`config.mk`:
```
export PLATFORM = sky130hd
export DESIGN_NAME = pag_locate
export DESIGN_NICKNAME = d
export VERILOG_FILES = /design/src/rtl/pag_pkg.sv /design/src/rtl/pag_locate.sv
export SDC_FILE = /design/constraint.sdc
export NUM_CORES = 1
export LEC_CHECK = 0
export BUFFER_PORTS_ARGS = -buffer_cell sky130_fd_sc_hd__buf_2
export CORE_MARGIN = 2
export CORE_UTILIZATION = 65
export DETAILED_ROUTE_END_ITERATION = 7
export PLACE_DENSITY = 0.95
export SLEW_MARGIN = 40
export SYNTH_ARGS = -nofsm -noshare
export SYNTH_HDL_FRONTEND = slang
export SYNTH_SLANG_ARGS = --single-unit
```
`constraint.sdc`:
```
create_clock -name vclk -period 68.3
set_input_delay 13.66 -clock vclk [all_inputs]
set_output_delay 13.66 -clock vclk [all_outputs]
set_load 0.005 [all_outputs]
```
`src/rtl/pag_pkg.sv`:
```
// ----------------------------------------------------------------------------
// pag_pkg: shared types and constants for the Pareto archive grid update unit
// Holds archive sizing, grid constants, the verdict codes and the controller
// states.
// ----------------------------------------------------------------------------
package pag_pkg;

  localparam int ArchiveSize = 64;
  localparam int GridDepth   = 4;
  localparam int AddrW       = $clog2(ArchiveSize);
  localparam int CountW      = AddrW + 1;
  localparam int CellW       = 2 * GridDepth + 1;
  localparam int NumCells    = (1 << (2 * GridDepth)) + 1;
  localparam int CntAddrW    = $clog2(NumCells);
  localparam int BoundW      = 19;                 // 6 * 65535 fits
  localparam int ScaledW     = BoundW + GridDepth + 1;
  localparam logic [CellW-1:0] OutsideCell = CellW'(1 << (2 * GridDepth));
  localparam logic [7:0] OutsideCount = 8'hFB;     // minus five, two's complement

  typedef enum logic [2:0] {
    V_DOMINATED = 3'd0,
    V_DUPLICATE = 3'd1,
    V_APPENDED  = 3'd2,
    V_REPLACED  = 3'd3,
    V_CROWDED   = 3'd4,
    V_FULL      = 3'd5
  } verdict_t;

  typedef enum logic [4:0] {
    S_IDLE, S_DOM_RD, S_DOM_CHK, S_BOUND, S_CLR,
    S_LOC_RD, S_LOC_CNT, S_LOC_INC, S_CAND, S_MRG_RD, S_MRG_CHK, S_APPEND,
    S_CRD_RD, S_CRD_MOST, S_CRD_MRD, S_CRD_CRD, S_CRD_CHK, S_CRD_SEL, S_CRD_INC,
    S_DONE
  } state_t;

endpackage

```
`src/rtl/pag_locate.sv`:
```
// ----------------------------------------------------------------------------
// pag_locate: grid cell of one cost pair
// Bounds check and interleaved bisection over GridDepth levels.
// ----------------------------------------------------------------------------
module pag_locate
  import pag_pkg::*;
(
  input  logic [15:0]            cost_a,
  input  logic [15:0]            cost_b,
  input  logic [1:0][BoundW-1:0] low,
  input  logic [1:0][BoundW-1:0] span,
  output logic [CellW-1:0]       cell_id
);
  logic [1:0][15:0]        cost;
  logic [1:0][ScaledW-1:0] run;
  logic [1:0][ScaledW-1:0] pos;
  logic [1:0][ScaledW-1:0] half;
  logic [BoundW+1:0]       e5;
  logic                    outside;

  assign cost[0] = cost_a;
  assign cost[1] = cost_b;

  always_comb begin
    outside = 1'b0;
    cell_id = '0;
    run     = '0;
    pos     = '0;
    half    = '0;
    e5      = '0;
    for (int k = 0; k < 2; k++) begin
      e5 = (BoundW+2)'(cost[k]) * (BoundW+2)'(5);
      if (e5 < (BoundW+2)'(low[k]) ||
          e5 > (BoundW+2)'(low[k]) + (BoundW+2)'(span[k])) begin
        outside = 1'b1;
      end
      run[k] = ScaledW'(low[k]) << GridDepth;
      pos[k] = ScaledW'(e5) << GridDepth;
    end
    for (int d = 1; d <= GridDepth; d++) begin
      for (int k = 0; k < 2; k++) begin
        half[k] = (ScaledW'(span[k]) << GridDepth) >> d;
        if (pos[k] < run[k] + half[k]) begin
          cell_id = cell_id + (CellW'(1) << (k + 2 * (d - 1)));
        end else begin
          run[k] = run[k] + half[k];
        end
      end
    end
    if (outside) begin
      cell_id = OutsideCell;
    end
  end
endmodule

```
### Word level (Yosys, flattened, before mapping)

Cells that the tools add are included.

| operators by class | value |
|---|---|
| multiply operators | 2 |
| add/sub/neg operators | 17 |
| reductions and logical operators | 2 |
| muxes and demuxes | 17 |
| magnitude comparators | 12 |

Operator list:

| cell | count |
|---|---|
| $lt 23x24->1 | 8 |
| $mux 24 | 6 |
| $mux 9 | 8 |
| $add 23x22->24 | 2 |
| $add 24x19->24 | 2 |
| $add 24x20->24 | 2 |
| $add 24x21->24 | 2 |
| $add 19x19->20 | 2 |
| $gt 19x20->1 | 2 |
| $lt 19x19->1 | 2 |
| $mul 16x3->19 const B | 2 |
| $add 9x3->9 const B | 1 |
| $add 9x4->9 const B | 1 |
| $add 9x5->9 const B | 1 |
| $add 9x6->9 const B | 1 |
| $add 9x7->9 const B | 1 |
| $add 9x8->9 const B | 1 |
| $add 1x2->3 const B | 1 |
| $mux 1 | 3 |
| $logic_or 1x1->1 | 2 |

| word-level totals | value |
|---|---|
| register bits | 0 |
| word-level logic and storage cells | 50 |

### Longest topological paths before layout

Gate-level depths: netlist (run 1).

| depth | value |
|---|---|
| depth after elaboration | 18 |
| depth in mapped cells | 93 |
| gate-level depth less buffers | 90 |

### Least setup slack after synthesis (run 1)

No wires, ideal clock.

| timing path | value |
|---|---|
| path kind | input to output |
| start | input cost_a[1] |
| end | output cell_id[6] |
| stages on the path | 86 |
| setup slack | 25.443 ns |
| data arrival time | 29.197 ns |
| required time | 54.640 ns |
| cell sequence | ha_1 > ha_1 > fa_1 > a21oi_1 > nor2_1 > o41ai_2 > and2_1 > nor2b_1 > o21a_1 > o21ai_0 > nand2b_1 > a21oi_1 > o21bai_1 > a21oi_1 > xnor2_1 > ha_1 > a21o_1 > a21oi_1 > [... 50 more ...] > nor2b_1 > o21ai_0 > a21oi_1 > o21a_1 > o21ai_0 > nor2b_1 > o21ai_0 > a41o_1 > o41a_1 > xnor2_1 > ha_1 > or3_1 > o21ai_0 > a21oi_1 > maj3_1 > a41oi_1 > a21oi_1 > a21oi_1 |

| between the ends | value |
|---|---|
| longest elaborated chain between the ends | 18 |

RTL lines:

| what | RTL line | source |
|---|---|---|
| from (decl) | pag_locate.sv:8 | `input logic [15:0] cost_a,` |
| $mul 16x3->19 (*) | pag_locate.sv:32 | `e5 = (BoundW+2)'(cost[k]) * (BoundW+2)'(5);` |
| parallel branches: the longest is 16 deep, another holds $lt 23x24->1 | n/a |  |
| $mux 9 (*) | pag_locate.sv:50 | `if (outside) begin` |
| to (decl) | pag_locate.sv:12 | `output logic [CellW-1:0] cell_id` |

Every way passes the cells marked *.

### Worst setup path in the final report (run 1)

Same ends and word-level chain as after synthesis.

==> results of run 1 <==
## final timing paths
| check | start | endpoint | cells after the start |
|---|---|---|---|
| worst max-delay path | cost_a[1] | cell_id[6] | 85 |
| worst min-delay path | low[18] | cell_id[8] | 6 |
## layout by cell type, fill, tap and decap left out, types with 8 or more instances in the layout
cell / n
buf_2: 117
nand2b_1: 37
and3_1: 13
xor2_1: 78
fa_1: 12
a21o_1: 85
nor4_1: 14
mux2_2: 15
o21a_1: 36
a21boi_0: 8
a211oi_1: 21
nor2_1: 161
o31ai_1: 10
o21ai_0: 167
nand2_1: 151
o21bai_1: 48
o211ai_1: 12
a31oi_1: 20
xnor2_1: 112
a21oi_1: 247
and2_1: 9
nor2b_1: 45
nand4_1: 24
inv_1: 170
mux2i_1: 12
nand3_1: 47
buf_4: 26
nor3_1: 38
ha_1: 452
## metrics by stage
step	setup WS (ns)	hold WS, ns	cells	utilization [%]
5_1_grt	20.55	28.00	2651	70.86
6_report	21.71	27.98	2651	70.86
3_5_place_dp	22.55	27.97	2651	70.86
3_3_place_gp	23.31	27.94	2651	70.86
4_1_cts	22.42	27.97	2651	70.86
2_1_floorplan	25.44	27.83	2206	-
## tightest hold or removal path: stages
cell,delay (ns)
buf_2,0.14
ha_1,0.15
a21oi_1,0.04
nand3_1,0.08
o21bai_1,0.10
buf_2,0.14
## area by class of cell
| type | instances | share of cell area [%] |
|---|---|---|
| multi-input combinational | 2014 | 89.44 |
| timing repair buffer | 143 | 4.517 |
| inverter | 170 | 3.692 |
| tap | 324 | 2.346 |
## cell families (layout without fill, tap and decap cells)
kind of cell / count (synthesis) / count (layout) / synth area share, %
multiplexers: 29 / 29 / 1.955
buffers and inverters: 192 / 313 / 4.544
AO/OA/AOI/OAI: 753 / 753 / 29.53
AND/OR/NAND/NOR: 574 / 574 / 17.03
XOR/XNOR: 190 / 190 / 10.28
adder cells (fa/ha/maj): 468 / 468 / 36.66
## layer usage
layer	GRT usage, %	up-vias
li1	-	8439
met1	45.88	7934
met2	59.54	767
met3	4.852	176
met4	11.42	2
met5	0	-
==> Implementation_results.wiki, run 1 <==
{| class="wikitable"
! Metric !! Value
|-
| Status || finished clean
|-
| Initial antenna violation count || 1
|-
| Slowest Stage Delay on Critical Path || 0.57 ns
|-
| Post-synthesis to final-layout area growth || 6.755%
|-
| Count of clock-net buffers in the final layout || 0
|-
| Netlist Area Pre-Place || 16,190 µm²
|-
| Residual antenna-violating net count after detailed routing || 0
|-
| Detailed-routing wirelength on met1 || 20.68 mm
|-
| Final worst-path cycle share || 68.21%
|-
| Number of fillers in the final layout || 1,939
|-
| Dominant cell by count in the synthesized netlist || ha_1
|-
| Amount of wire on met3 after detailed routing || 3.995 mm
|-
| Cell with the largest stage delay on the worst path || or4_1
|-
| Uppermost layer routed || met5
|-
| Placement Cell Area || between 15,000 and 20,000 µm²
|-
| Global placer's final weighted congestion || 0.9379
|-
| Maximum clock frequency || 21.46 MHz
|-
| Global-route wire length before repair || 78.57 mm
|-
| Category of cells accounting for the largest share of critical-path delay || compound AO/OA/AOI/OAI gates
|-
| Yosys cell types || 88
|-
| Height of the die || ~160 µm
|-
| Share of the synthesized area in the top cell type || 34.93%
|-
| Number of buffer cells added on primary ports || 117
|-
| # Post-CTS Setup Buffers || 0
|-
| Core Region || roughly 24,000 µm²
|-
| Register area share after synthesis || 0%
|-
| Detailed route wirelength on metal2 || 20.99 mm
|-
| Final routed DRC violation total || 0
|-
| Per-instance average area after synthesis || between 7 and 8 µm²
|-
| Drt initial violations || 1,339
|-
| Unrepaired setup endpoints after global routing || false
|-
| Endpoint class of the critical path || output pin
|-
| Critical path peak fanout || 38
|-
| Net total in the final layout || 2,901
|-
| Detailed-route via count || ~17,000
|-
| Yosys warnings || 0
|-
| Detailed Routing Iterations Pass 1 || 6
|-
| Vias in the first global route || 16,880
|-
| Final Critical Period || about 47 ns
|-
| Net count after synthesis || ~2,800
|-
| Count of antenna diodes in the layout || 0
|-
| Count of endpoints failing setup in the final report || 0
|-
| Slew HR || between 40 and 50%
|-
| HP Class || in2out
|-
| Maximum number of pins on one net before global-route repair || 39
|-
| Leading area contributor after synthesis || ha_1
|-
| CP startpoint kind || input port
|-
| Detail-routed net length per standard cell || 17.88 µm
|-
| Worst Tran Pin Value || 0.8278 ns
|-
| Most common library cells after synthesis || ha_1, a21oi_1, inv_1
|-
| Data required time of the worst path || 54.64 ns
|-
| Number of flip-flops and latches || 0
|-
| Startpoint-to-endpoint class of the critical path || in2out
|-
| Floorplan row count || 57
|-
| FF/Latch Area || 0 µm²
|-
| Post-route cell area || 17,280 µm²
|-
| Proportion of layout cells with a drive suffix above 1 || 8.122%
|-
| Number of hold-slack violations in the final timing report || 0
|-
| Crit path DAT || 32.93 ns
|-
| Total area of multi-input combinational cells || 15,460 µm²
|-
| Residual overflow from global routing || 0
|-
| Via-to-Cell Ratio || ~6.5
|-
| Final HPWL DP || 40.55 mm
|-
| Overall die area || 26,190 µm²
|-
| Number of gates resized after CTS || 0
|-
| GRT Overall Usage || 35.11%
|-
| Max capacitance violation total || 0
|-
| Overall routed net length || 47.39 mm
|-
| Top-Level Pins || around 120
|-
| Buffer and inverter count on the worst path || 4
|-
| Most common cell type on the critical path || a21oi_1
|-
| Starting density of the core || 66.37%
|-
| Horizontal die dimension || 161.8 µm
|-
| Largest cells by area after synthesis || ha_1, a21oi_1, xnor2_1, o21ai_0, xor2_1
|-
| Post-CTS Hold Fix Bufs || 0
|-
| Synthesized instance count || 2,206
|-
| Total Neg Setup Slack || 0 ns
|-
| Final count of pins violating max slew || 0
|}
Power of run 1 is not shown: default switching activity piles up to over one toggle a cycle in this logic, so the estimate is an artifact.
==> inputs of run 2 (changes only) <==
--- a/config.mk
+++ b/config.mk
@@ -7,9 +7,9 @@
 export LEC_CHECK = 0
 export BUFFER_PORTS_ARGS = -buffer_cell sky130_fd_sc_hd__buf_2
 export CORE_MARGIN = 2
-export CORE_UTILIZATION = 65
+export CORE_UTILIZATION = 59
 export DETAILED_ROUTE_END_ITERATION = 7
-export PLACE_DENSITY = 0.95
+export PLACE_DENSITY = 0.92
 export SLEW_MARGIN = 40
 export SYNTH_ARGS = -nofsm -noshare
 export SYNTH_HDL_FRONTEND = slang
==> constraint.sdc (replaced) <==
create_clock -name vclk -period 41.5
set_input_delay 8.3 -clock vclk [all_inputs]
set_output_delay 8.3 -clock vclk [all_outputs]
set_load 0.005 [all_outputs]
==> run 2 against run 1 <==
Net effect: via count is 0.61% lower; non-clock buffer count is 1 higher; critical path depth stayed put; count of clock-buffer cells in the layout stayed put; setup slack worse by 16 ns; final cell count is 0.68% higher; first-iteration DRC count hardly changed; critical path type unchanged; die area is 9.9% higher; wire length is 1.0% lower; sequential cell count stayed put.
==> Implementation_results.wiki, run 2 (synthesized netlist as in run 1, its figures left out) <==
{| class="wikitable"
! Metric !! Value
|-
| Status || finished clean
|-
| Starting density of the core || 60.07%
|-
| Data required time of the worst path || 33.20 ns
|-
| HP Class || in2out
|-
| Crit path DAT || around 27 ns
|-
| Startpoint-to-endpoint class of the critical path || in2out
|-
| Endpoint class of the critical path || output pin
|-
| GRT Overall Usage || 31.82%
|-
| Final Critical Period || 35.59 ns
|-
| Drt initial violations || 1,340
|-
| Unrepaired setup endpoints after global routing || false
|-
| Number of buffer cells added on primary ports || 117
|-
| Cell with the largest stage delay on the worst path || o21a_1
|-
| Worst Tran Pin Value || 0.8555 ns
|-
| Number of flip-flops and latches || 0
|-
| Count of clock-net buffers in the final layout || 0
|-
| Floorplan row count || 60
|-
| Detail-routed net length per standard cell || approximately 18 µm
|-
| Overall die area || about 29,000 µm²
|-
| Final count of pins violating max slew || 0
|-
| Critical path peak fanout || 38
|-
| Via-to-Cell Ratio || 6.449
|-
| Proportion of layout cells with a drive suffix above 1 || 8.162%
|-
| Slowest Stage Delay on Critical Path || 0.57 ns
|-
| Hold depth || 6
|-
| Maximum clock frequency || about 28 MHz
|-
| Leading cell types in the layout, fill and taps excluded || ha_1, a21oi_1, inv_1
|-
| Max capacitance violation total || 0
|-
| Residual antenna-violating net count after detailed routing || 0
|-
| Horizontal die dimension || 169.7 µm
|-
| Slew HR || approximately 43%
|-
| Net total in the final layout || 2,902
|-
| Detailed-route via count || approximately 17,000
|-
| Most frequent standard cell in the layout excluding fill and tap cells || ha_1
|-
| # Post-CTS Setup Buffers || 0
|-
| Vias in the first global route || about 17,000
|-
| Sink of the worst hold path || cell_id[8]
|-
| Category of cells accounting for the largest share of critical-path delay || compound AO/OA/AOI/OAI gates
|-
| Total Neg Setup Slack || 0 ns
|-
| Final worst-path cycle share || 85.77%
|-
| Post-synthesis to final-layout area growth || 6.933%
|-
| Final routed DRC violation total || 0
|-
| FF/Latch Area || 0 µm²
|-
| Post-CTS Hold Fix Bufs || 0
|-
| Initial antenna violation count || 1
|-
| Global placer's final weighted congestion || 0.9325
|-
| Height of the die || 169.7 µm
|-
| Residual overflow from global routing || 0
|-
| Core Region || 26,950 µm²
|-
| Top-Level Pins || 117
|-
| Count of antenna diodes in the layout || 0
|-
| Count of endpoints failing setup in the final report || 0
|-
| Most common cell type on the critical path || a21oi_1
|-
| Number of hold-slack violations in the final timing report || 0
|-
| Detailed Routing Iterations Pass 1 || 7
|-
| Buffer and inverter count on the worst path || 4
|-
| Number of gates resized after CTS || 0
|-
| Start point of the worst min-delay path || low[18]
|-
| Overall routed net length || ~47 mm
|-
| CP startpoint kind || input port
|-
| Final HPWL DP || 40.03 mm
|-
| Maximum number of pins on one net before global-route repair || 39
|-
| Global-route wire length before repair || 77.34 mm
|}
[run 2: through the flow]
| stage | area (µm²) | hold slack [ns] | worst slack [ns] | util (%) | instances |
|---|---|---|---|---|---|
| 6_report | 17310 | 17.24 | 5.907 | 64.23 | 2669 |
| 5_1_grt | 17310 | 17.29 | 4.576 | 64.23 | 2669 |
| 4_1_cts | 17310 | 17.24 | 6.354 | 64.23 | 2669 |
| 3_5_place_dp | 17310 | 17.25 | 6.495 | 64.23 | 2669 |
| 3_3_place_gp | 17310 | 17.23 | 7.229 | 64.23 | 2669 |
| 2_1_floorplan | 16190 | 17.11 | 9.363 | - | 2206 |
[run 2: routing by layer]
metal | track usage [%] | vias up | routed length [µm]
li1 | - | 8439 | -
met1 | 40.70 | 7846 | 20340
met2 | 55.55 | 728 | 21140
met3 | 2.752 | 197 | 3439
met4 | 11.78 | 2 | 1979
met5 | 0 | - | 13
[run 2: tightest hold or removal path, cell delays in order]
cell      delay (ns)
buf_2           0.15
ha_1            0.16
a21oi_1         0.04
nand3_1         0.08
o21bai_1        0.09
buf_2           0.13
[run 2: how the worst max path moves through the flow]
stage	cells past startpoint	start	slack [ns]	to
after detailed placement	85	cost_a[1]	6.49	cell_id[6]
after floorplan	86	cost_a[1]	9.36	cell_id[6]
after global routing	85	cost_a[1]	4.58	cell_id[6]
after global placement	82	cost_a[1]	7.23	cell_id[6]
final	85	cost_a[1]	5.91	cell_id[6]
after CTS	85	cost_a[1]	6.35	cell_id[6]
[run 2: area by class of cell]
type / instances / area (µm²)
fillers: 2224 / 9639
well taps: 341 / 426.7
inverters: 170 / 638.1
repair buffers: 144 / 788.3
multi-input cells: 2014 / 15460
Power of run 2 is left out for the same reason.
