File: src/rtl/pag_ram.sv
// ----------------------------------------------------------------------------
// pag_ram: generic single-port synchronous RAM
// One address a cycle, always read, written on we; read data registered.
// ----------------------------------------------------------------------------
module pag_ram #(
  parameter int Width = 8,
  parameter int Depth = 16
) (
  input  logic                     clk,
  input  logic                     we,
  input  logic [$clog2(Depth)-1:0] addr,
  input  logic [Width-1:0]         wdata,
  output logic [Width-1:0]         rdata
);
  logic [Width-1:0] mem [Depth];

  always_ff @(posedge clk) begin
    if (we) begin
      mem[addr] <= wdata;
    end
    rdata <= mem[addr];
  end
endmodule

File: config.mk
export PLATFORM = sky130hd
export DESIGN_NAME = pag_ram
export DESIGN_NICKNAME = d
export VERILOG_FILES = /design/src/rtl/pag_ram.sv
export SDC_FILE = /design/constraint.sdc
export NUM_CORES = 1
export LEC_CHECK = 0
export ABC_CLOCK_PERIOD_IN_PS = 1800
export CORE_AREA = 10 10 113 115
export CTS_BUF_LIST = sky130_fd_sc_hd__clkbuf_4
export DETAILED_ROUTE_END_ITERATION = 10
export DIE_AREA = 0 0 123 125
export DONT_BUFFER_PORTS = 1
export PLACE_DENSITY = 0.61
export RECOVER_POWER = 25
export SLEW_MARGIN = 5
export SYNTH_ARGS = -nofsm -noshare
export SYNTH_HDL_FRONTEND = slang
export SYNTH_SLANG_ARGS = --single-unit
File: constraint.sdc
create_clock -name clk -period 1.8 [get_ports clk]
set_clock_uncertainty 0.15 [all_clocks]
set_input_delay 0 -clock clk [delete_from_list [all_inputs] [get_ports clk]]
set_output_delay 0 -clock clk [all_outputs]
set_load 0.01 [all_outputs]
# ---- Yosys cells after proc, flatten, opt, wreduce, memory -nomap -nowiden
# Memories as Yosys holds them, arrays and structs flattened. A register that Yosys moved wholly into a read port is not among the register bits.
# Cells that the tools add are included.
# Widths: inputs -> output; s select.
dict set report classes {
  mux 2
}
# operator n
set ops {}
lappend ops {{$mux 1} 2}
dict set report totals {
  reg_bits 0
  ramBits 128
  input_bits 14
  out_inout_bits 8
  elab_cells 3
  mem_count 1
}
# memory words width read_ports rd_clocked_by_memory_dff wr line
set memory_table {}
lappend memory_table {mem 16 8 1 1 1 15} ;# logic [Width-1:0] mem [Depth];

# ---- Logic depth before layout (Yosys ltp)
# Gate-level depths: netlist (run 1).
dict set report depth {
  depth_word 2
  ltp_mapped 5
  depth_no_buf 3
}

# ---- Least setup slack after synthesis (run 1)
# No wires, ideal clock.
dict set report synth_timing {
  kind {input to register}
  startpoint {in addr[2]}
  endpoint {mem mem[0][0] (enable)}
  setup_ns 0.383
  t_arrival_ns 1.110
  required_ns 1.267
  path_slack_ns 0.157
  stages 2
  path_buffers 0
  cell_sequence {or3b_2 nor3_1}
}
# item line
set synth_lines {}
lappend synth_lines {{start, declared} 11} ;# input logic [$clog2(Depth)-1:0] addr,
lappend synth_lines {{end, declared} 15}
# Straight into the memory's write port.

# ---- Final worst setup path (run 1)
dict set report layout_timing {
  startpoint {in addr[2]}
  endpoint {mem mem[8][5] (enable)}
}
# Straight into the memory's write port.

==> results of run 1 <==
==> Yosys cell counts, drive strengths merged <==
library cell  instances
nor3                  4
mux4                 32
nand2                 9
nor2                 13
nand3                 1
edfxtp              128
clkbuf                3
nand3b                2
and2                  1
nand2b                2
nor2b                 2
buf                   8
or3b                  1
dfxtp                 8
a22oi                16
==> layout by cell type (no fill, tap or decap) <==
master | Yosys | layout
diode_2 | 0 | 1
nand2_1 | 9 | 9
clkinv_1 | 0 | 3
nand3b_1 | 2 | 2
nor3_1 | 4 | 3
dfxtp_1 | 8 | 8
buf_12 | 0 | 1
nor3_2 | 0 | 1
nor2b_1 | 2 | 2
bufinv_16 | 0 | 3
edfxtp_1 | 128 | 128
nor2_1 | 13 | 13
or3b_2 | 1 | 1
mux4_2 | 32 | 32
nand2b_1 | 2 | 2
clkbuf_4 | 0 | 19
a22oi_1 | 16 | 16
buf_4 | 0 | 20
nand3_1 | 1 | 1
and2_1 | 1 | 1
dlygate4sd3_1 | 0 | 21
clkinv_2 | 0 | 7
==> how the worst max path moves through the flow <==
stage | cells past startpoint | endpoint
final | 5 | mem[8][5]
after global routing | 5 | mem[4][2]
after CTS | 5 | mem[4][5]
after detailed placement | 3 | rdata[4]
after global placement | 3 | rdata[4]
after floorplan | 2 | mem[0][0]
==> registers in the layout, summed over array words and instances, names as in the netlist <==
| name | count |
|---|---|
| rdata | 8 |
| mem | 128 |
==> metrics by stage <==
stage	instances	hold slack [ns]
2_1_floorplan	230	-0.0511
3_3_place_gp	377	-0.0500
3_5_place_dp	377	-0.0499
4_1_cts	431	-0.352
5_1_grt	434	-0.357
6_report	434	-0.313
==> routing by layer <==
metal | vias to the layer above | global-route usage
met4 | 0 | 0.0521
met3 | 7 | 0.0414
li1 | 1066 | -
met1 | 1242 | 0.163
met2 | 61 | 0.211
met5 | - | 0
==> cell families after synthesis <==
logic type             Yosys count
AO/OA/AOI/OAI                   16
buffers and inverters           11
flip-flops                     136
multiplexers                    32
AND/OR/NAND/NOR                 35
==> power by group <==
group / leakage [uW] / switching, uW / total (uW) / internal (uW)
registers: 0.00122 / 38.6 / 3570 / 3540
logic: 0.000517 / 144 / 286 / 143
clock network: 0.000162 / 975 / 1940 / 964
==> area by class of cell <==
| class | instances | share of cell area |
|---|---|---|
| Clock inverter | 13 | 0.0233 |
| Sequential cell | 136 | 0.684 |
| Antenna cell | 1 | 0.000428 |
| Multi-Input combinational cell | 83 | 0.172 |
| Clock buffer | 19 | 0.0244 |
| Timing Repair Buffer | 42 | 0.0650 |
| Tap cell | 140 | 0.0299 |
==> critical path, delay by kind of cell <==
kind | cells | cell delay [ns]
buffers and inverters | 3 | 1.39
AND/OR/NAND/NOR | 2 | 0.41
==> what timing repair did <==
action,CTS,global route
hold endpoints to repair,264,8
setup buffers,0,2
setup endpoints to repair,0,16
resized for setup,0,1
==> run_results.csv, run 1 <==
group,metric,value,unit
sta,rsz0062_at_grt,"false",
detailed_routing,drt_iter0_markers,282,
finish,synthToLayoutAreaGrowth,15.4,%
pwr,power.total,5800,uW
worst_setup_path,path_cells,"dlygate4sd3_1 > nand3b_1 > nor3_2 > dlygate4sd3_1 > buf_4",
logic_synthesis,synth_top_cell_by_area,"edfxtp_1",
floorplan,start_util,0.478,
logic_synthesis,synth_area_leaders,"edfxtp_1, mux4_2, dfxtp_1, a22oi_1, nor2_1",
worst_hold_path,hold_start,"addr[0]",
sta,max_freq,575,MHz
detailed_routing,routedWlPerCell,21.7,um
grt,antenna_found_initial,1,
run,cap_violations,0,
cts,cts_hold_buf,22,
cts,clockBufferDepth,2,
logic_synthesis,synth-simple-area-share,0.0321,
logic_synthesis,synthMuxAreaShare,0.142,
placed_design,place_area,5320,sq um
cts,cts-root-buf,"clkbuf_4",
sta,tightest_slew,0.608,ns
logic_synthesis,yosys.area_share.adder,0,
grt,first_global_vias,2516,
cts,numCtsBuffers,17,
worst_setup_path,critPathKind,"input port to register",
floorplan,die_area,15400,sq um
placed_design,place_hpwl,6.07,mm
placed_design,port_buffers,0,
detailed_routing,ant_nets,0,
sta,whs,-0.313,ns
grt,grt-ovfl-total,0,
detailed_routing,drc,0,
logic_synthesis,ys_ff_latch,136,
worst_setup_path,max_stage_delay,0.64,ns
worst_setup_path,startpoint_type,"input port",
worst_setup_path,r2r-end,"rdata[2]",
floorplan,die_h,125,um
logic_synthesis,postSynthAreaPerCell,22.0,sq um
worst_setup_path,path_max_fanout,8,
detailed_routing,drt-total-wl,9.40,mm
detailed_routing,drtPass1Iterations,5,
logic_synthesis,synth_cells,230,
outcome,status,"finished with violations",
logic_synthesis,yosysSeqAreaShare,0.790,
detailed_routing,dr_total_vias,2376,
finish,utilization,0.552,
detailed_routing,drt-met1-wl,3.92,mm
floorplan,die_w,123,um
sta,layout_setup_ws,0.0604,ns
cts,clk_latency,0.50,ns
logic_synthesis,synth_compound_area_frac,0.0237,
pwr,p_leak,0.00190,uW
worst_setup_path,worstSetupEndpointType,"register",
detailed_routing,met2_wirelength,4.97,mm
grt,grt_pass1_wl,14.9,mm
placed_design,globalplace.congestion,0.738,
floorplan,fp.coreArea,10600,sq um
cts,path_clk_slew,0.10,ns
worst_setup_path,r2r-start,"mem[10][2]",
worst_setup_path,crit_path_top_delay_cell,"dlygate4sd3_1",
pwr,power_density,991,nW/um^2
worst_hold_path,hp-class,"input port to register",
logic_synthesis,syn_nets,244,
logic_synthesis,synth_top_area_share,0.759,
sta,relSlewSlack,0.594,
finish,drive_gt1_frac,0.287,
sta,finalSetupViolCount,0,
worst_setup_path,rr_worst_depth,3,
cts,htree_levels,4,
worst_setup_path,crit_top_cell,"dlygate4sd3_1",
worst_setup_path,required,1.86,ns
sta,drv_slew,0,
cts,cts_tree,"built",
worst_setup_path,worstPathArrival,1.80,ns
finish,seqCellArea,4000,sq um
floorplan,rows,38,
worst_hold_path,worstHoldEndpoint,"rdata[5]",
logic_synthesis,synth_top_family_by_area,"multiplexers",
finish,fin_area,5850,sq um
detailed_routing,via_per_inst,5.47,
detailed_routing,wl_met3,427,um
worst_setup_path,rrSetupSlack,0.35,ns
cts,clock-sinks,136,
finish,final_nets,294,
grt,track_usage,0.132,
placed_design,pre_cts_ws,0.333,ns
outcome,violations,"hold timing",
finish,nFillCells,812,
detailed_routing,routed.top_layer,"met4",
sta,period_needed,1.74,ns
pwr,ir_drop,0.436,mV
worst_hold_path,holdPathStages,3,
sta,hold_violations,8,
floorplan,ios,22,
sta,fin_tns_setup,0,ns
sta,finalCritPeriodShare,0.966,
logic_synthesis,ys_types,18,
worst_setup_path,cp-startpoint,"addr[2]",
grt,grt_start_max_net_pins,40,
logic_synthesis,ys_warn_count,0,
logic_synthesis,synth_xor_area_frac,0,
logic_synthesis,synth_area,5070,sq um
finish,multiInputGateArea,1010,sq um
Note: power is estimated with default switching activity, not from simulation.
==> run 2, diff against run 1 <==
--- a/config.mk
+++ b/config.mk
@@ -13,6 +13,7 @@
 export DONT_BUFFER_PORTS = 1
 export PLACE_DENSITY = 0.61
 export RECOVER_POWER = 25
+export SETUP_SLACK_MARGIN = 0.2
 export SLEW_MARGIN = 5
 export SYNTH_ARGS = -nofsm -noshare
 export SYNTH_HDL_FRONTEND = slang
==> run 2 against run 1 <==
The flow still finishes with violations (hold timing). Core utilization rose by 0.22 points. Sequential share of layout area fell by 0.28 points. Cell area rose by 0.41%. Sequential power barely moved. Routed wire length rose by 3.9%. Cell count rose by 0.23%. Critical path type unchanged. Highest routed layer unchanged.
==> run_results.csv, run 2 (same netlist as run 1, synthesis figures left out) <==
group,metric,value,unit
outcome,status,"finished with violations",
outcome,violations,"hold timing",
grt,track_usage,0.139,
worst_setup_path,worstPathArrival,1.69,ns
detailed_routing,drt_iter0_markers,235,
pwr,switching_share,0.210,
pwr,power_frac_seq,0.608,
floorplan,rows,38,
cts,cts_hold_buf,23,
worst_setup_path,path_max_fanout,5,
worst_setup_path,startpoint_type,"input port",
grt,first_global_vias,2556,
sta,hold_violations,8,
finish,regMostFlops,"mem",
sta,fin_tns_setup,0,ns
sta,period_needed,1.60,ns
cts,path_clk_slew,0.11,ns
worst_hold_path,worstHoldEndpoint,"rdata[1]",
grt,grt_pass1_wl,15.4,mm
finish,final_nets,295,
worst_setup_path,worstSetupEndpointType,"register",
finish,drive_gt1_frac,0.289,
cts,clock-sinks,136,
pwr,ir_drop,0.386,mV
sta,finalSetupViolCount,0,
detailed_routing,ant_nets,0,
cts,post_cts_resized,0,
placed_design,port_buffers,0,
worst_hold_path,hold_start,"addr[0]",
worst_hold_path,holdPathStages,3,
floorplan,fp.coreArea,10600,sq um
worst_setup_path,r2r-end,"rdata[7]",
detailed_routing,routedWlPerCell,22.4,um
cts,clockBufferDepth,2,
floorplan,die_w,123,um
floorplan,start_util,0.478,
pwr,power_density,1000,nW/um^2
floorplan,die_h,125,um
pwr,p_int,4640,uW
sta,drv_slew,0,
detailed_routing,via_per_inst,5.51,
grt,grt-ovfl-total,0,
finish,largest_register_ffs,128,
sta,relSlewSlack,0.560,
grt,antenna_found_initial,1,
sta,finalCritPeriodShare,0.888,
cts,postCtsSetupBuffers,0,
worst_setup_path,rr_worst_depth,3,
pwr,power.total,5870,uW
pwr,p_leak,0.00190,uW
sta,whs,-0.332,ns
detailed_routing,wl_met3,573,um
pwr,p_clk_frac,0.343,
finish,final_cell_mix,"edfxtp_1, mux4_2, dlygate4sd3_1, buf_4, clkbuf_4",
cts,htree_levels,4,
worst_hold_path,hp-class,"input port to register",
detailed_routing,drt-met1-wl,4.11,mm
sta,max_freq,626,MHz
placed_design,place_hpwl,5.86,mm
cts,clk_latency,0.53,ns
placed_design,globalplace.congestion,0.718,
cts,numCtsBuffers,17,
worst_setup_path,required,1.89,ns
sta,layout_setup_ws,0.202,ns
cts,cts_tree,"built",
sta,tightest_slew,0.658,ns
run,cap_violations,0,
detailed_routing,drtPass1Iterations,5,
floorplan,ios,22,
worst_setup_path,critPathKind,"input port to register",
detailed_routing,routed.top_layer,"met4",
finish,final_common_cell,"edfxtp_1",
worst_setup_path,rrSetupSlack,0.31,ns
placed_design,placedCellCount,379,
pwr,comb_power_share,0.049,
floorplan,die_area,15400,sq um
detailed_routing,met2_wirelength,4.94,mm
pwr,p_sw,1230,uW
worst_setup_path,r2r-start,"mem[8][7]",
placed_design,pre_cts_ws,0.335,ns
detailed_routing,drc,0,
detailed_routing,drt-total-wl,9.76,mm
detailed_routing,dr_total_vias,2397,
finish,nFillCells,796,
cts,cts-root-buf,"clkbuf_4",
finish,synthToLayoutAreaGrowth,15.9,%
finish,largestRegisters,"mem x128, rdata x8",
grt,grt_start_max_net_pins,40,
finish,final_cells,435,
sta,rsz0062_at_grt,"false",
==> run 2: changes by cell type in the layout (fill, tap and decap cells not counted) <==
cell	change
clkinv_2	-3
clkinvlp_4	+3
clkinv_4	+2
clkbuf_4	-1
clkinv_1	-1
dlygate4sd3_1	+1
==> run 2: worst max-delay path by stage <==
stage,start,to,slack (ns),cells after the start
final,we,mem[15][7],0.20,5
after global routing,we,mem[15][7],0.22,5
after CTS,we,mem[15][7],0.24,5
after detailed placement,mem[3][2],rdata[2],0.33,3
after global placement,mem[11][7],rdata[7],0.33,3
after floorplan,addr[1],mem[12][0],0.21,3
==> run 2: layout make-up <==
type                            count  area [sq um]  share of cell area
Timing Repair Buffer               43           390              0.0665
Clock inverter                     14           158              0.0268
Clock buffer                       18           135              0.0230
Antenna cell                        1          2.50            0.000426
Sequential cell                   136          4000               0.682
Tap cell                          140           175              0.0298
Multi-Input combinational cell     83          1010               0.172
==> run 2: critical path, stage by stage <==
cell,delay (ns)
nand3_1,0.09
dlygate4sd3_1,0.61
nor2_1,0.10
dlygate4sd3_1,0.68
buf_4,0.21
==> run 2: stage by stage <==
stage | instance area, sq um | util
floorplan | 5070 | -
global placement | 5340 | 0.503
detailed placement | 5340 | 0.503
CTS | 5870 | 0.554
global route | 5870 | 0.554
finish | 5870 | 0.554
==> run 2: power by group through the flow <==
| stage | registers [uW] | logic, uW | clock network, uW |
|---|---|---|---|
| after global placement | 3640 | 198 | 0 |
| after CTS | 3570 | 291 | 2050 |
| after detailed placement | 3650 | 198 | 0 |
| after global routing | 3580 | 312 | 2210 |
| after floorplan | 3630 | 183 | 0 |
| final | 3570 | 287 | 2010 |
==> run 2: routing by layer <==
metal | vias up | track usage
met5 | - | 0
met4 | 0 | 0.0493
met3 | 13 | 0.0509
met2 | 66 | 0.214
met1 | 1247 | 0.177
li1 | 1071 | -
==> run 3, diff against run 2 <==
--- a/config.mk
+++ b/config.mk
@@ -6,12 +6,12 @@
 export NUM_CORES = 1
 export LEC_CHECK = 0
 export ABC_CLOCK_PERIOD_IN_PS = 1800
-export CORE_AREA = 10 10 113 115
+export CORE_AREA = 10 10 132 134
 export CTS_BUF_LIST = sky130_fd_sc_hd__clkbuf_4
 export DETAILED_ROUTE_END_ITERATION = 10
-export DIE_AREA = 0 0 123 125
+export DIE_AREA = 0 0 142 144
 export DONT_BUFFER_PORTS = 1
-export PLACE_DENSITY = 0.61
+export PLACE_DENSITY = 0.47
 export RECOVER_POWER = 25
 export SETUP_SLACK_MARGIN = 0.2
 export SLEW_MARGIN = 5
==> run 3 against run 2 <==
The flow still finishes with violations (hold timing). Sequential share of layout area shrank 1.9 points. Die area grew 33%. Non-clock buffer count grew 5. Critical endpoint is now mem[8][3]. Largest cell class unchanged.
==> run_results.csv, run 3 (same netlist as run 1, synthesis figures left out) <==
group,metric,value,unit
outcome,status,"finished with violations",
outcome,violations,"hold timing",
floorplan,rows,45,
placed_design,port_buffers,0,
cts,path_clk_slew,0.12,ns
grt,grt_start_max_net_pins,40,
detailed_routing,via_per_inst,4.92,
worst_setup_path,required,1.89,ns
finish,largest_register_ffs,128,
pwr,comb_power_share,0.049,
worst_setup_path,worstPathArrival,1.70,ns
detailed_routing,drc,0,
sta,drv_slew,0,
worst_hold_path,hp-class,"input port to register",
detailed_routing,drtPass1Iterations,4,
cts,htree_levels,4,
sta,finalSetupViolCount,0,
sta,max_freq,624,MHz
cts,cts-root-buf,"clkbuf_4",
pwr,p_int,4930,uW
finish,final_cell_mix,"edfxtp_1, mux4_2, dlygate4sd3_1, buf_4, clkbuf_4",
cts,cts_hold_buf,24,
cts,cts_tree,"built",
finish,final_nets,300,
pwr,p_clk_frac,0.376,
floorplan,ios,22,
sta,tightest_slew,0.772,ns
cts,numCtsBuffers,17,
finish,drive_gt1_frac,0.298,
grt,first_global_vias,2647,
placed_design,place_hpwl,6.62,mm
sta,fin_tns_setup,0,ns
grt,grt-ovfl-total,0,
finish,final_common_cell,"edfxtp_1",
pwr,switching_share,0.205,
placed_design,globalplace.congestion,0.699,
cts,clockBufferDepth,2,
grt,track_usage,0.110,
floorplan,die_area,20400,sq um
pwr,power_density,1030,nW/um^2
detailed_routing,drt_iter0_markers,177,
worst_setup_path,worstSetupEndpointType,"register",
detailed_routing,routedWlPerCell,21.4,um
floorplan,start_util,0.341,
sta,rsz0062_at_grt,"false",
sta,whs,-0.324,ns
detailed_routing,drt-total-wl,10.5,mm
floorplan,die_w,142,um
cts,clock-sinks,136,
finish,synthToLayoutAreaGrowth,19.3,%
sta,finalCritPeriodShare,0.891,
grt,antenna_found_initial,2,
detailed_routing,dr_total_vias,2408,
detailed_routing,ant_nets,0,
floorplan,die_h,144,um
sta,period_needed,1.60,ns
sta,layout_setup_ws,0.196,ns
run,cap_violations,0,
sta,relSlewSlack,0.484,
worst_setup_path,startpoint_type,"input port",
worst_setup_path,path_max_fanout,8,
placed_design,pre_cts_ws,0.364,ns
grt,grt_pass1_wl,16.3,mm
floorplan,fp.coreArea,14900,sq um
sta,hold_violations,8,
pwr,power_frac_seq,0.576,
pwr,ir_drop,0.354,mV
pwr,p_leak,0.00196,uW
finish,regMostFlops,"mem",
finish,largestRegisters,"mem x128, rdata x8",
cts,clk_latency,0.53,ns
worst_setup_path,critPathKind,"input port to register",
pwr,p_sw,1270,uW
==> run 3: through the flow <==
stage,utilization,instances,total power [uW],hold WS (ns),area [sq um]
floorplan,-,230,3820,-0.0511,5070
global placement,0.365,430,3850,-0.0495,5420
detailed placement,0.365,430,3850,-0.0499,5420
CTS,0.405,486,6280,-0.380,6020
global route,0.407,489,6460,-0.359,6050
finish,0.407,489,6200,-0.324,6050
==> run 3: area by class of cell <==
class	instances	area [sq um]
Timing Repair Buffer	48	448
Multi-Input combinational cell	83	1010
Tap cell	188	235
Clock buffer	18	135
Clock inverter	14	205
Fill cell	1370	8820
Antenna cell	2	5.00
Sequential cell	136	4000
==> run 3: layer usage <==
layer	wire, um	up-vias	global-route usage
met1	4590	1265	0.133
met4	172	0	0.0565
met2	5300	49	0.178
li1	-	1083	-
met5	0	-	0
met3	421	11	0.0305
==> run 3: timing repair <==
item                       4_1_cts  5_1_grt
resized for setup                0        4
buffers inserted                 0        1
setup endpoints to repair        0       19
hold endpoints to repair       264        8
==> run 3: critical path: stages <==
cell and delay, ns:
dlygate4sd3_1 0.60, nand3b_1 0.23, nor3_2 0.12, dlygate4sd3_1 0.58
buf_6 0.16
==> run 3: worst paths after layout <==
path	from	endpoint	slack (ns)	cells after the start
max	addr[2]	mem[8][3]	0.20	5
min	addr[0]	rdata[4]	-0.32	3
max reg2reg	mem[3][4]	rdata[4]	0.36	3
min reg2reg	mem[2][6]	rdata[6]	0.55	3
==> run 3: power by group through the flow <==
stage                     registers, uW  logic, uW  clock network [uW]
after floorplan                    3630        183                   0
after global placement             3650        203                   0
after detailed placement           3650        202                   0
after CTS                          3570        305                2400
after global routing               3580        330                2550
final                              3570        302                2330
